### config.mk
export PLATFORM = sky130hd
export DESIGN_NAME = integer_radix_digit_emitter_top_flat
export DESIGN_NICKNAME = d
export VERILOG_FILES = /design/src/rtl/core/ride_pkg.sv /design/src/rtl/core/ride_req_if.sv /design/src/rtl/core/ride_res_if.sv /design/src/rtl/core/ride_bcd_conv.sv /design/src/rtl/core/ride_digit_shifter.sv /design/src/rtl/core/integer_radix_digit_emitter_top.sv /design/src/flat_wrapper.sv
export SDC_FILE = /design/constraint.sdc
export NUM_CORES = 1
export LEC_CHECK = 0
export BUFFER_PORTS_ARGS = -buffer_cell sky130_fd_sc_hd__buf_2
export CORE_ASPECT_RATIO = 0.9
export CORE_MARGIN = 2
export CORE_UTILIZATION = 65
export DETAILED_ROUTE_END_ITERATION = 8
export GPL_ROUTABILITY_DRIVEN = 0
export GPL_TIMING_DRIVEN = 0
export PLACE_DENSITY = 0.85
export SYNTH_ARGS = -nofsm -noshare
export SYNTH_HDL_FRONTEND = slang
export SYNTH_SLANG_ARGS = --single-unit
### constraint.sdc
create_clock -name clk -period 9.1 [get_ports clk]
set_clock_uncertainty 0.2 [all_clocks]
set_input_delay 0.455 -clock clk [delete_from_list [all_inputs] [get_ports clk]]
set_output_delay 0.455 -clock clk [all_outputs]
set_load 0.02 [all_outputs]
### src/rtl/core/ride_pkg.sv
`timescale 1ns / 1ps
// ----------------------------------------------------------------------------
// ride_pkg
// Shared types, opcodes and character constants of the radix digit emitter.
// ----------------------------------------------------------------------------
package ride_pkg;

    localparam int OPCODE_W = 3;
    localparam int CHAR_W   = 7;
    localparam int DIGIT_W  = 4;

    localparam logic [OPCODE_W-1:0] OP_BIN   = 3'd0;
    localparam logic [OPCODE_W-1:0] OP_OCT   = 3'd1;
    localparam logic [OPCODE_W-1:0] OP_HEX   = 3'd2;
    localparam logic [OPCODE_W-1:0] OP_DEC   = 3'd3;
    localparam logic [OPCODE_W-1:0] OP_FIXED = 3'd4;

    // Digit width selects of the shifter
    localparam logic [1:0] DSEL_BIN = 2'd0;
    localparam logic [1:0] DSEL_OCT = 2'd1;
    localparam logic [1:0] DSEL_HEX = 2'd2;

    localparam logic [CHAR_W-1:0]  ASCII_ZERO        = 7'd48;
    localparam logic [CHAR_W-1:0]  HEX_LETTER_OFFSET = 7'd55;
    localparam logic [DIGIT_W-1:0] DEC_RADIX         = 4'd10;
    localparam logic [DIGIT_W-1:0] BCD_ADJ_LIMIT     = 4'd5;
    localparam logic [DIGIT_W-1:0] BCD_ADJ_ADD       = 4'd3;

    typedef struct packed {
        logic                busy;
        logic                valid;
        logic [DIGIT_W-1:0]  digit;
        logic                last;
    } shift_stat_t;

    typedef struct packed {
        logic busy;
        logic done;
    } bcd_stat_t;

    function automatic logic [CHAR_W-1:0] char_of(input logic [DIGIT_W-1:0] d);
        logic [CHAR_W-1:0] dx;
        dx = CHAR_W'(d);
        return (d < DEC_RADIX) ? (dx + ASCII_ZERO) : (dx + HEX_LETTER_OFFSET);
    endfunction

endpackage

### src/rtl/core/ride_req_if.sv
`timescale 1ns / 1ps
// ----------------------------------------------------------------------------
// ride_req_if
// Request channel: one signed integer and an opcode per transfer.
// ----------------------------------------------------------------------------
interface ride_req_if #(
    parameter int VALUE_WIDTH = 32
);
    import ride_pkg::*;

    logic                          valid;
    logic                          ready;
    logic signed [VALUE_WIDTH-1:0] value;
    logic [OPCODE_W-1:0]           opcode;

    modport source (output valid, output value, output opcode, input ready);
    modport sink   (input valid, input value, input opcode, output ready);

endinterface

### src/rtl/core/ride_res_if.sv
`timescale 1ns / 1ps
// ----------------------------------------------------------------------------
// ride_res_if
// Result channel: one digit character per transfer, last and error flags.
// ----------------------------------------------------------------------------
interface ride_res_if;
    import ride_pkg::*;

    logic               valid;
    logic               ready;
    logic [CHAR_W-1:0]  char_code;
    logic [DIGIT_W-1:0] digit;
    logic               last;
    logic               error;

    modport source (output valid, output char_code, output digit, output last,
                    output error, input ready);
    modport sink   (input valid, input char_code, input digit, input last,
                    input error, output ready);

endinterface

### src/rtl/core/ride_bcd_conv.sv
`timescale 1ns / 1ps
// ----------------------------------------------------------------------------
// ride_bcd_conv
// Bit-serial binary to BCD converter (shift and add-3), one bit per cycle.
// ----------------------------------------------------------------------------
module ride_bcd_conv #(
    parameter int VALUE_WIDTH = 32,
    parameter int NUM_DIGITS  = 10
) (
    input  logic                        clk,
    input  logic                        rst_n,
    input  logic                        start,
    input  logic [VALUE_WIDTH-1:0]      value,
    output ride_pkg::bcd_stat_t         stat,
    output logic [4*NUM_DIGITS-1:0]     bcd
);
    import ride_pkg::*;

    localparam int BW  = 4 * NUM_DIGITS;
    localparam int CNW = $clog2(VALUE_WIDTH + 1);

    logic [VALUE_WIDTH-1:0] bin_reg, bin_next;
    logic [BW-1:0]          bcd_reg, bcd_next;
    logic [CNW-1:0]         cnt_reg, cnt_next;
    logic                   busy_reg, busy_next;
    logic                   done_reg, done_next;
    logic [BW-1:0]          bcd_adj;

    // Add 3 to every nibble that is 5 or more before the shift
    always_comb
    begin
        for (int i = 0; i < NUM_DIGITS; i++)
        begin
            bcd_adj[4*i +: 4] = (bcd_reg[4*i +: 4] >= BCD_ADJ_LIMIT)
                              ? (bcd_reg[4*i +: 4] + BCD_ADJ_ADD)
                              : bcd_reg[4*i +: 4];
        end
    end

    always_comb
    begin
        bin_next  = bin_reg;
        bcd_next  = bcd_reg;
        cnt_next  = cnt_reg;
        busy_next = busy_reg;
        done_next = 1'b0;
        if (start)
        begin
            bin_next  = value;
            bcd_next  = '0;
            cnt_next  = CNW'(VALUE_WIDTH);
            busy_next = 1'b1;
        end
        else if (busy_reg)
        begin
            bcd_next = {bcd_adj[BW-2:0], bin_reg[VALUE_WIDTH-1]};
            bin_next = bin_reg << 1;
            cnt_next = cnt_reg - CNW'(1);
            if (cnt_reg == CNW'(1))
            begin
                busy_next = 1'b0;
                done_next = 1'b1;
            end
        end
    end

    always_ff @(posedge clk or negedge rst_n)
    begin
        if (!rst_n)
        begin
            cnt_reg  <= '0;
            busy_reg <= 1'b0;
            done_reg <= 1'b0;
        end
        else
        begin
            cnt_reg  <= cnt_next;
            busy_reg <= busy_next;
            done_reg <= done_next;
        end
    end

    always_ff @(posedge clk)
    begin
        bin_reg <= bin_next;
        bcd_reg <= bcd_next;
    end

    assign stat.busy = busy_reg;
    assign stat.done = done_reg;
    assign bcd       = bcd_reg;

endmodule

### src/rtl/core/ride_digit_shifter.sv
`timescale 1ns / 1ps
// ----------------------------------------------------------------------------
// ride_digit_shifter
// Digit shift register: drops leading zero digits when load_skip is set, then
// presents one digit per step, most significant first.
// ----------------------------------------------------------------------------
module ride_digit_shifter #(
    parameter int SHW = 36,
    parameter int CW  = 6
) (
    input  logic                    clk,
    input  logic                    rst_n,
    input  logic                    load,
    input  logic [SHW-1:0]          load_data,
    input  logic [1:0]              load_dsel,
    input  logic [CW-1:0]           load_count,
    input  logic                    load_skip,
    input  logic                    step,
    output ride_pkg::shift_stat_t   stat
);
    import ride_pkg::*;

    logic [SHW-1:0]     data_reg, data_next;
    logic [1:0]         dsel_reg, dsel_next;
    logic [CW-1:0]      count_reg, count_next;
    logic               skip_reg, skip_next;
    logic               busy_reg, busy_next;
    logic [DIGIT_W-1:0] top_digit;
    logic [SHW-1:0]     shifted;
    logic               skipping;

    always_comb
    begin
        case (dsel_reg)
            DSEL_BIN:
            begin
                top_digit = {3'b000, data_reg[SHW-1]};
                shifted   = data_reg << 1;
            end
            DSEL_OCT:
            begin
                top_digit = {1'b0, data_reg[SHW-1 -: 3]};
                shifted   = data_reg << 3;
            end
            default:
            begin
                top_digit = data_reg[SHW-1 -: 4];
                shifted   = data_reg << 4;
            end
        endcase
    end

    // Keep one digit at least so that zero still gives a single '0'
    assign skipping = busy_reg && skip_reg && (top_digit == '0) &&
                      (count_reg > CW'(1));

    always_comb
    begin
        data_next  = data_reg;
        dsel_next  = dsel_reg;
        count_next = count_reg;
        skip_next  = skip_reg;
        busy_next  = busy_reg;
        if (load)
        begin
            data_next  = load_data;
            dsel_next  = load_dsel;
            count_next = load_count;
            skip_next  = load_skip;
            busy_next  = 1'b1;
        end
        else if (busy_reg)
        begin
            if (skipping)
            begin
                data_next  = shifted;
                count_next = count_reg - CW'(1);
            end
            else
            begin
                skip_next = 1'b0;
                if (step)
                begin
                    data_next  = shifted;
                    count_next = count_reg - CW'(1);
                    if (count_reg == CW'(1))
                    begin
                        busy_next = 1'b0;
                    end
                end
            end
        end
    end

    always_ff @(posedge clk or negedge rst_n)
    begin
        if (!rst_n)
        begin
            dsel_reg  <= DSEL_BIN;
            count_reg <= '0;
            skip_reg  <= 1'b0;
            busy_reg  <= 1'b0;
        end
        else
        begin
            dsel_reg  <= dsel_next;
            count_reg <= count_next;
            skip_reg  <= skip_next;
            busy_reg  <= busy_next;
        end
    end

    always_ff @(posedge clk)
    begin
        data_reg <= data_next;
    end

    assign stat.busy  = busy_reg;
    assign stat.valid = busy_reg && !skipping;
    assign stat.digit = top_digit;
    assign stat.last  = (count_reg == CW'(1));

endmodule

### src/rtl/core/integer_radix_digit_emitter_top.sv
`timescale 1ns / 1ps
// Sequence: radix modes load the shifter, drop leading zeros, then emit one digit
// per step while the output register is free; decimal first runs a bit-serial BCD
// conversion; the fixed mode emits FIXED_BITS binary digits without zero dropping.
// Throughput: one item at a time; the next item is taken once the shifter is idle
// and the FSM is back in idle (after an error, once the error result is written).
// Reset: rst_n clears all control state at once; no clearing pass.
// ----------------------------------------------------------------------------
// integer_radix_digit_emitter_top
// Emits the binary, octal, hex, decimal or fixed-width digits of an integer.
// ----------------------------------------------------------------------------
module integer_radix_digit_emitter_top #(
    parameter int VALUE_WIDTH = 32,
    parameter int FIXED_BITS  = 16
) (
    input  logic        clk,
    input  logic        rst_n,
    ride_req_if.sink    request,
    ride_res_if.source  result
);
    import ride_pkg::*;

    localparam int NUM_DEC = ((VALUE_WIDTH * 1233) >> 12) + 1;
    localparam int RAW_A   = (VALUE_WIDTH > 4 * NUM_DEC) ? VALUE_WIDTH : 4 * NUM_DEC;
    localparam int RAW_W   = (RAW_A > FIXED_BITS) ? RAW_A : FIXED_BITS;
    localparam int SHW     = ((RAW_W + 11) / 12) * 12;
    localparam int CW      = $clog2(SHW + 1);
    localparam int EXT_W   = (VALUE_WIDTH > FIXED_BITS) ? VALUE_WIDTH : FIXED_BITS;

    localparam logic [1:0] ST_IDLE = 2'd0;
    localparam logic [1:0] ST_BCD  = 2'd1;
    localparam logic [1:0] ST_RUN  = 2'd2;
    localparam logic [1:0] ST_ERR  = 2'd3;

    logic [1:0]         state_reg, state_next;
    logic               res_valid_reg, res_valid_next;
    logic [CHAR_W-1:0]  res_char_reg, res_char_next;
    logic [DIGIT_W-1:0] res_digit_reg, res_digit_next;
    logic               res_last_reg, res_last_next;
    logic               res_error_reg, res_error_next;

    logic                    accept;
    logic                    res_free;
    logic                    negative;
    logic [VALUE_WIDTH-1:0]  value_u;
    logic [EXT_W-1:0]        value_ext;
    logic                    bcd_start;
    bcd_stat_t               bcd_stat;
    logic [4*NUM_DEC-1:0]    bcd_data;
    logic                    sh_load;
    logic [SHW-1:0]          sh_data;
    logic [1:0]              sh_dsel;
    logic [CW-1:0]           sh_count;
    logic                    sh_skip;
    logic                    sh_step;
    shift_stat_t             sh_stat;

    assign request.ready = (state_reg == ST_IDLE);
    assign accept        = request.valid && request.ready;
    assign res_free      = !res_valid_reg || result.ready;
    assign value_u       = $unsigned(request.value);
    assign value_ext     = EXT_W'(value_u);
    assign negative      = value_u[VALUE_WIDTH-1];

    ride_bcd_conv #(
        .VALUE_WIDTH (VALUE_WIDTH),
        .NUM_DIGITS  (NUM_DEC)
    ) u_bcd (
        .clk   (clk),
        .rst_n (rst_n),
        .start (bcd_start),
        .value (value_u),
        .stat  (bcd_stat),
        .bcd   (bcd_data)
    );

    ride_digit_shifter #(
        .SHW (SHW),
        .CW  (CW)
    ) u_shift (
        .clk        (clk),
        .rst_n      (rst_n),
        .load       (sh_load),
        .load_data  (sh_data),
        .load_dsel  (sh_dsel),
        .load_count (sh_count),
        .load_skip  (sh_skip),
        .step       (sh_step),
        .stat       (sh_stat)
    );

    assign sh_step = (state_reg == ST_RUN) && sh_stat.valid && res_free;

    always_comb
    begin
        state_next = state_reg;
        bcd_start  = 1'b0;
        sh_load    = 1'b0;
        sh_data    = SHW'(value_u);
        sh_dsel    = DSEL_HEX;
        sh_count   = CW'(SHW / 4);
        sh_skip    = 1'b1;
        case (state_reg)
            ST_IDLE:
            begin
                if (accept)
                begin
                    if (request.opcode == OP_FIXED)
                    begin
                        sh_load    = 1'b1;
                        sh_data    = SHW'(value_ext[FIXED_BITS-1:0]) << (SHW - FIXED_BITS);
                        sh_dsel    = DSEL_BIN;
                        sh_count   = CW'(FIXED_BITS);
                        sh_skip    = 1'b0;
                        state_next = ST_RUN;
                    end
                    else if (request.opcode > OP_FIXED || negative)
                    begin
                        state_next = ST_ERR;
                    end
                    else if (request.opcode == OP_DEC)
                    begin
                        bcd_start  = 1'b1;
                        state_next = ST_BCD;
                    end
                    else
                    begin
                        sh_load    = 1'b1;
                        state_next = ST_RUN;
                        case (request.opcode)
                            OP_BIN:
                            begin
                                sh_dsel  = DSEL_BIN;
                                sh_count = CW'(SHW);
                            end
                            OP_OCT:
                            begin
                                sh_dsel  = DSEL_OCT;
                                sh_count = CW'(SHW / 3);
                            end
                            default:
                            begin
                                sh_dsel  = DSEL_HEX;
                                sh_count = CW'(SHW / 4);
                            end
                        endcase
                    end
                end
            end
            ST_BCD:
            begin
                if (bcd_stat.done)
                begin
                    sh_load    = 1'b1;
                    sh_data    = SHW'(bcd_data);
                    state_next = ST_RUN;
                end
            end
            ST_RUN:
            begin
                if (!sh_stat.busy)
                begin
                    state_next = ST_IDLE;
                end
            end
            ST_ERR:
            begin
                if (res_free)
                begin
                    state_next = ST_IDLE;
                end
            end
            default:
            begin
                state_next = ST_IDLE;
            end
        endcase
    end

    // Output register: hold until the sink takes the transfer
    always_comb
    begin
        res_valid_next = res_valid_reg;
        res_char_next  = res_char_reg;
        res_digit_next = res_digit_reg;
        res_last_next  = res_last_reg;
        res_error_next = res_error_reg;
        if (res_valid_reg && result.ready)
        begin
            res_valid_next = 1'b0;
        end
        if (sh_step)
        begin
            res_valid_next = 1'b1;
            res_char_next  = char_of(sh_stat.digit);
            res_digit_next = sh_stat.digit;
            res_last_next  = sh_stat.last;
            res_error_next = 1'b0;
        end
        else if ((state_reg == ST_ERR) && res_free)
        begin
            res_valid_next = 1'b1;
            res_char_next  = '0;
            res_digit_next = '0;
            res_last_next  = 1'b1;
            res_error_next = 1'b1;
        end
    end

    always_ff @(posedge clk or negedge rst_n)
    begin
        if (!rst_n)
        begin
            state_reg     <= ST_IDLE;
            res_valid_reg <= 1'b0;
        end
        else
        begin
            state_reg     <= state_next;
            res_valid_reg <= res_valid_next;
        end
    end

    always_ff @(posedge clk)
    begin
        res_char_reg  <= res_char_next;
        res_digit_reg <= res_digit_next;
        res_last_reg  <= res_last_next;
        res_error_reg <= res_error_next;
    end

    assign result.valid     = res_valid_reg;
    assign result.char_code = res_char_reg;
    assign result.digit     = res_digit_reg;
    assign result.last      = res_last_reg;
    assign result.error     = res_error_reg;

endmodule
### src/flat_wrapper.sv
// flat-port wrapper written by rule: the top's interface ports become plain ports
module integer_radix_digit_emitter_top_flat import ride_pkg::*;
#(
    parameter int VALUE_WIDTH = 32,
    parameter int FIXED_BITS  = 16
)
  (clk, rst_n, request_valid, request_value, request_opcode, request_ready, result_valid, result_char_code, result_digit, result_last, result_error, result_ready);
  ride_req_if #(.VALUE_WIDTH(VALUE_WIDTH)) request_i ();
  ride_res_if result_i ();
  input  logic clk;
  input  logic rst_n;
  input wire logic [$bits(request_i.valid)-1:0] request_valid;
  input wire logic [$bits(request_i.value)-1:0] request_value;
  input wire logic [$bits(request_i.opcode)-1:0] request_opcode;
  output wire logic [$bits(request_i.ready)-1:0] request_ready;
  output wire logic [$bits(result_i.valid)-1:0] result_valid;
  output wire logic [$bits(result_i.char_code)-1:0] result_char_code;
  output wire logic [$bits(result_i.digit)-1:0] result_digit;
  output wire logic [$bits(result_i.last)-1:0] result_last;
  output wire logic [$bits(result_i.error)-1:0] result_error;
  input wire logic [$bits(result_i.ready)-1:0] result_ready;
  assign request_i.valid = request_valid;
  assign request_i.value = request_value;
  assign request_i.opcode = request_opcode;
  assign request_ready = request_i.ready;
  assign result_valid = result_i.valid;
  assign result_char_code = result_i.char_code;
  assign result_digit = result_i.digit;
  assign result_last = result_i.last;
  assign result_error = result_i.error;
  assign result_i.ready = result_ready;
  integer_radix_digit_emitter_top #(.VALUE_WIDTH(VALUE_WIDTH), .FIXED_BITS(FIXED_BITS)) u_core (.clk(clk), .rst_n(rst_n), .request(request_i), .result(result_i));
endmodule
==> metrics.yaml <==
critical_path:
  cp.required_ps: 9080
  crit_path_cell_trace: "buf_2 -> buf_1 -> a22oi_1 -> ha_1 -> and4_1 -> a31oi_1 -> buf_2 -> nand2_2 -> buf_12"
  cp_num_buf_inv: 4
  cpMaxStageDelayCell: "buf_1"
  r2r.worst_path.cells: 9
  worstPathArrival_ps: 3500
  ff2ff_setup_slack_ps: 5580
  cpMostUsedCell: "buf_2"
  crit_family: "buffers and inverters"
  worstSetupPathType: "reg2reg"
  cp_slowest_stage_delay_ps: 490
  reg2reg_from: "u_core.u_shift.dsel_reg[1]$_DFFE_PN0P_"
  cp_max_fo: 27
  cp-start-kind: "flip-flop"
  reg2reg_to: "u_core.u_shift.data_reg[19]$_DFFE_PP_"
  end_kind: "flip-flop"
final_layout:
  nNetsFinal: 949
  area_growth_pct: 12.1
  design_area_um2: 9320
  fillers: 880
  antenna_cells: 0
  layout-drive-gt1-share_pct: 14.7
  largest_register_ffs: 48
synth:
  synth_nets: 875
  synth_area_um2: 8310
  synth_most_common_cell: "nor2_1"
  yosys.area.top_type_share_pct: 33.2
  synth-edff-count: 92
  netlist_instances: 810
  yosysUniqueCellTypes: 47
  synth_top_area_cell: "edfxtp_1"
  ys_ff_latch: 154
  synthTopCellsByArea: "edfxtp_1 (33%), dfxtp_1 (9.9%), mux2i_1 (9.1%), dfrtp_1 (6.3%), a21oi_1 (4.7%)"
  ys_seq_area_share_pct: 49.4
  async_flop_share_pct: 13.6
  avgSynthCellArea_um2: 10.3
  ys.flop_type: "edfxtp_1"
  ys.warnings.count: 0
  synth_top_cells_by_count: "nor2_1 (96), edfxtp_1 (92), a21oi_1 (78)"
grt:
  grt_pass1_vias: 6653
  antenna_found_initial: 0
  grt_first_pass_wirelength_um: 32700
  grt_max_degree: 33
  grt_usage_pct: 30.8
  grt_overflow: 0
timing:
  setup_viol: 0
  finalCriticalPeriod_ps: 3520
  relSlewSlack_pct: 35.0
  rsz0062_at_grt: "false"
  tightest_slew_ps: 969
  fin_crit_sh_pct: 38.7
  max_freq_mhz: 284
  hold_viol: 0
  fin_tns_setup_ps: 0
  slew_viol_final: 0
cts:
  cts_sinks: 154
  numCtsBuffers: 17
  clkTransAtPathRegs_ps: 60
  cts_max_level: 4
  cts_buffer_depth: 2
  tritoncts: "yes"
  ctsRootBufferMaster: "clkbuf_16"
  clk_latency_ps: 430
routing:
  drt-pass1-iter-count: 6
  wl_um: 20200
  vias: 6714
  drtAntennaViolNets: 0
  drc: 0
  viasPerCell: 6.33
  first_iter_violations: 801
  wl_per_cell_um: 19.0
hold_path:
  holdCritStartpoint: "request_opcode[0]"
  hold_end: "u_core.u_shift.count_reg[5]$_DFFE_PN0P_"
  whs_path_depth: 2
  hp-class: "in2reg"
pwr:
  p_leak_nw: 3.59
  powerDensity_nw_per_um2: 406
  irDropWorstVdd_v: 0.000292
run:
  maxCapViolCount: 0
die:
  initial_core_util_pct: 66.0
  die_width_um: 123
  fp.coreArea_um2: 12600
  floorplan.die.height_um: 111
  placementRows: 39
  die-area_um2: 13700
  ios: 54
placement:
  dp_hpwl_um: 14000
  post_dp_cell_area_um2: 8810
  io_buffer_count: 53
status:
  outcome: "complete, no violations"
## layout by cell type (no fill, tap or decap), types with 7 or more instances in the layout
master,n
mux2i_1,76
nand2_1,29
a21o_1,7
clkbuf_1,36
a21oi_1,78
inv_1,28
a22oi_1,37
ha_1,26
dfrtp_1,21
nor3_1,7
xnor2_1,17
edfxtp_1,92
nand3_1,14
buf_2,70
dfxtp_1,41
nor3b_1,10
o21ai_0,72
a211oi_1,11
nor2_1,96
mux2_2,30
nand2b_1,15
clkbuf_16,17
## worst max path at each step
stage | cells after the start | endpoint | from
floorplan | 8 | u_core.u_shift.data_reg[0]$_SDFFCE_PN0P_ | u_core.u_shift.dsel_reg[1]$_DFFE_PN0P_
global placement | 8 | u_core.u_shift.data_reg[21]$_DFFE_PP_ | u_core.u_shift.dsel_reg[1]$_DFFE_PN0P_
detailed placement | 9 | u_core.result.digit[3]$_SDFFCE_PN0P_ | u_core.u_shift.dsel_reg[1]$_DFFE_PN0P_
CTS | 9 | u_core.result.char_code[1]$_SDFFCE_PN0P_ | u_core.u_shift.dsel_reg[1]$_DFFE_PN0P_
global route | 9 | u_core.result.char_code[3]$_SDFFCE_PN0P_ | u_core.u_shift.dsel_reg[1]$_DFFE_PN0P_
finish | 9 | u_core.u_shift.data_reg[19]$_DFFE_PP_ | u_core.u_shift.dsel_reg[1]$_DFFE_PN0P_
## cell families after synthesis
family	share of synthesized area, %
multiplexers	13.5
buffers and inverters	4.05
AO/OA/AOI/OAI	15.6
adder cells (fa/ha/maj)	3.91
XOR/XNOR	2.00
flip-flops	49.4
AND/OR/NAND/NOR	11.5
## power breakdown
group | leakage, nW | total (W) | switching [W] | internal [W]
combinational | 1.86 | 0.00163 | 0.000972 | 0.000659
sequential | 1.48 | 0.00153 | 0.000296 | 0.00123
clock | 0.246 | 0.000626 | 0.000267 | 0.000359
## through the flow
| step | std cells | hold slack [ps] | util, % | total power (W) | setup slack (ps) |
|---|---|---|---|---|---|
| finish | 1061 | 107 | 74.0 | 0.00378 | 5580 |
| global route | 1061 | 114 | 74.0 | 0.00403 | 5430 |
| CTS | 1061 | 97.3 | 74.0 | 0.00375 | 5480 |
| detailed placement | 1028 | 253 | 70.0 | 0.00311 | 5520 |
| global placement | 1027 | 240 | 69.8 | 0.00298 | 4850 |
| floorplan | 810 | -40.6 | - | 0.00266 | 5830 |
## routing by layer
layer	vias up	GRT usage (%)	part of all wire, %
met4	0	11.1	2.5
met2	326	48.2	48
met1	3247	41.3	42
met5	-	0	0
li1	3101	-	-
met3	40	8.02	8.3
## area by class of cell
type | instances | area (um^2) | area share (%)
Clock inverter | 5 | 21.3 | 0.228
Inverter | 28 | 105 | 1.13
Buffer | 53 | 231 | 2.48
Tap cell | 164 | 205 | 2.20
Clock buffer | 27 | 483 | 5.18
Timing Repair Buffer | 55 | 295 | 3.17
Sequential cell | 154 | 4110 | 44.1
Multi-Input combinational cell | 575 | 3870 | 41.5
## repair_timing
| item | in CTS | in global routing |
|---|---|---|
| buffers inserted | 0 | 0 |
| gates resized for setup | 0 | 0 |
| hold buffers | 1 | 0 |
| endpoints found under the hold margin | 21 | 0 |
(Power assumes the default switching activity.)
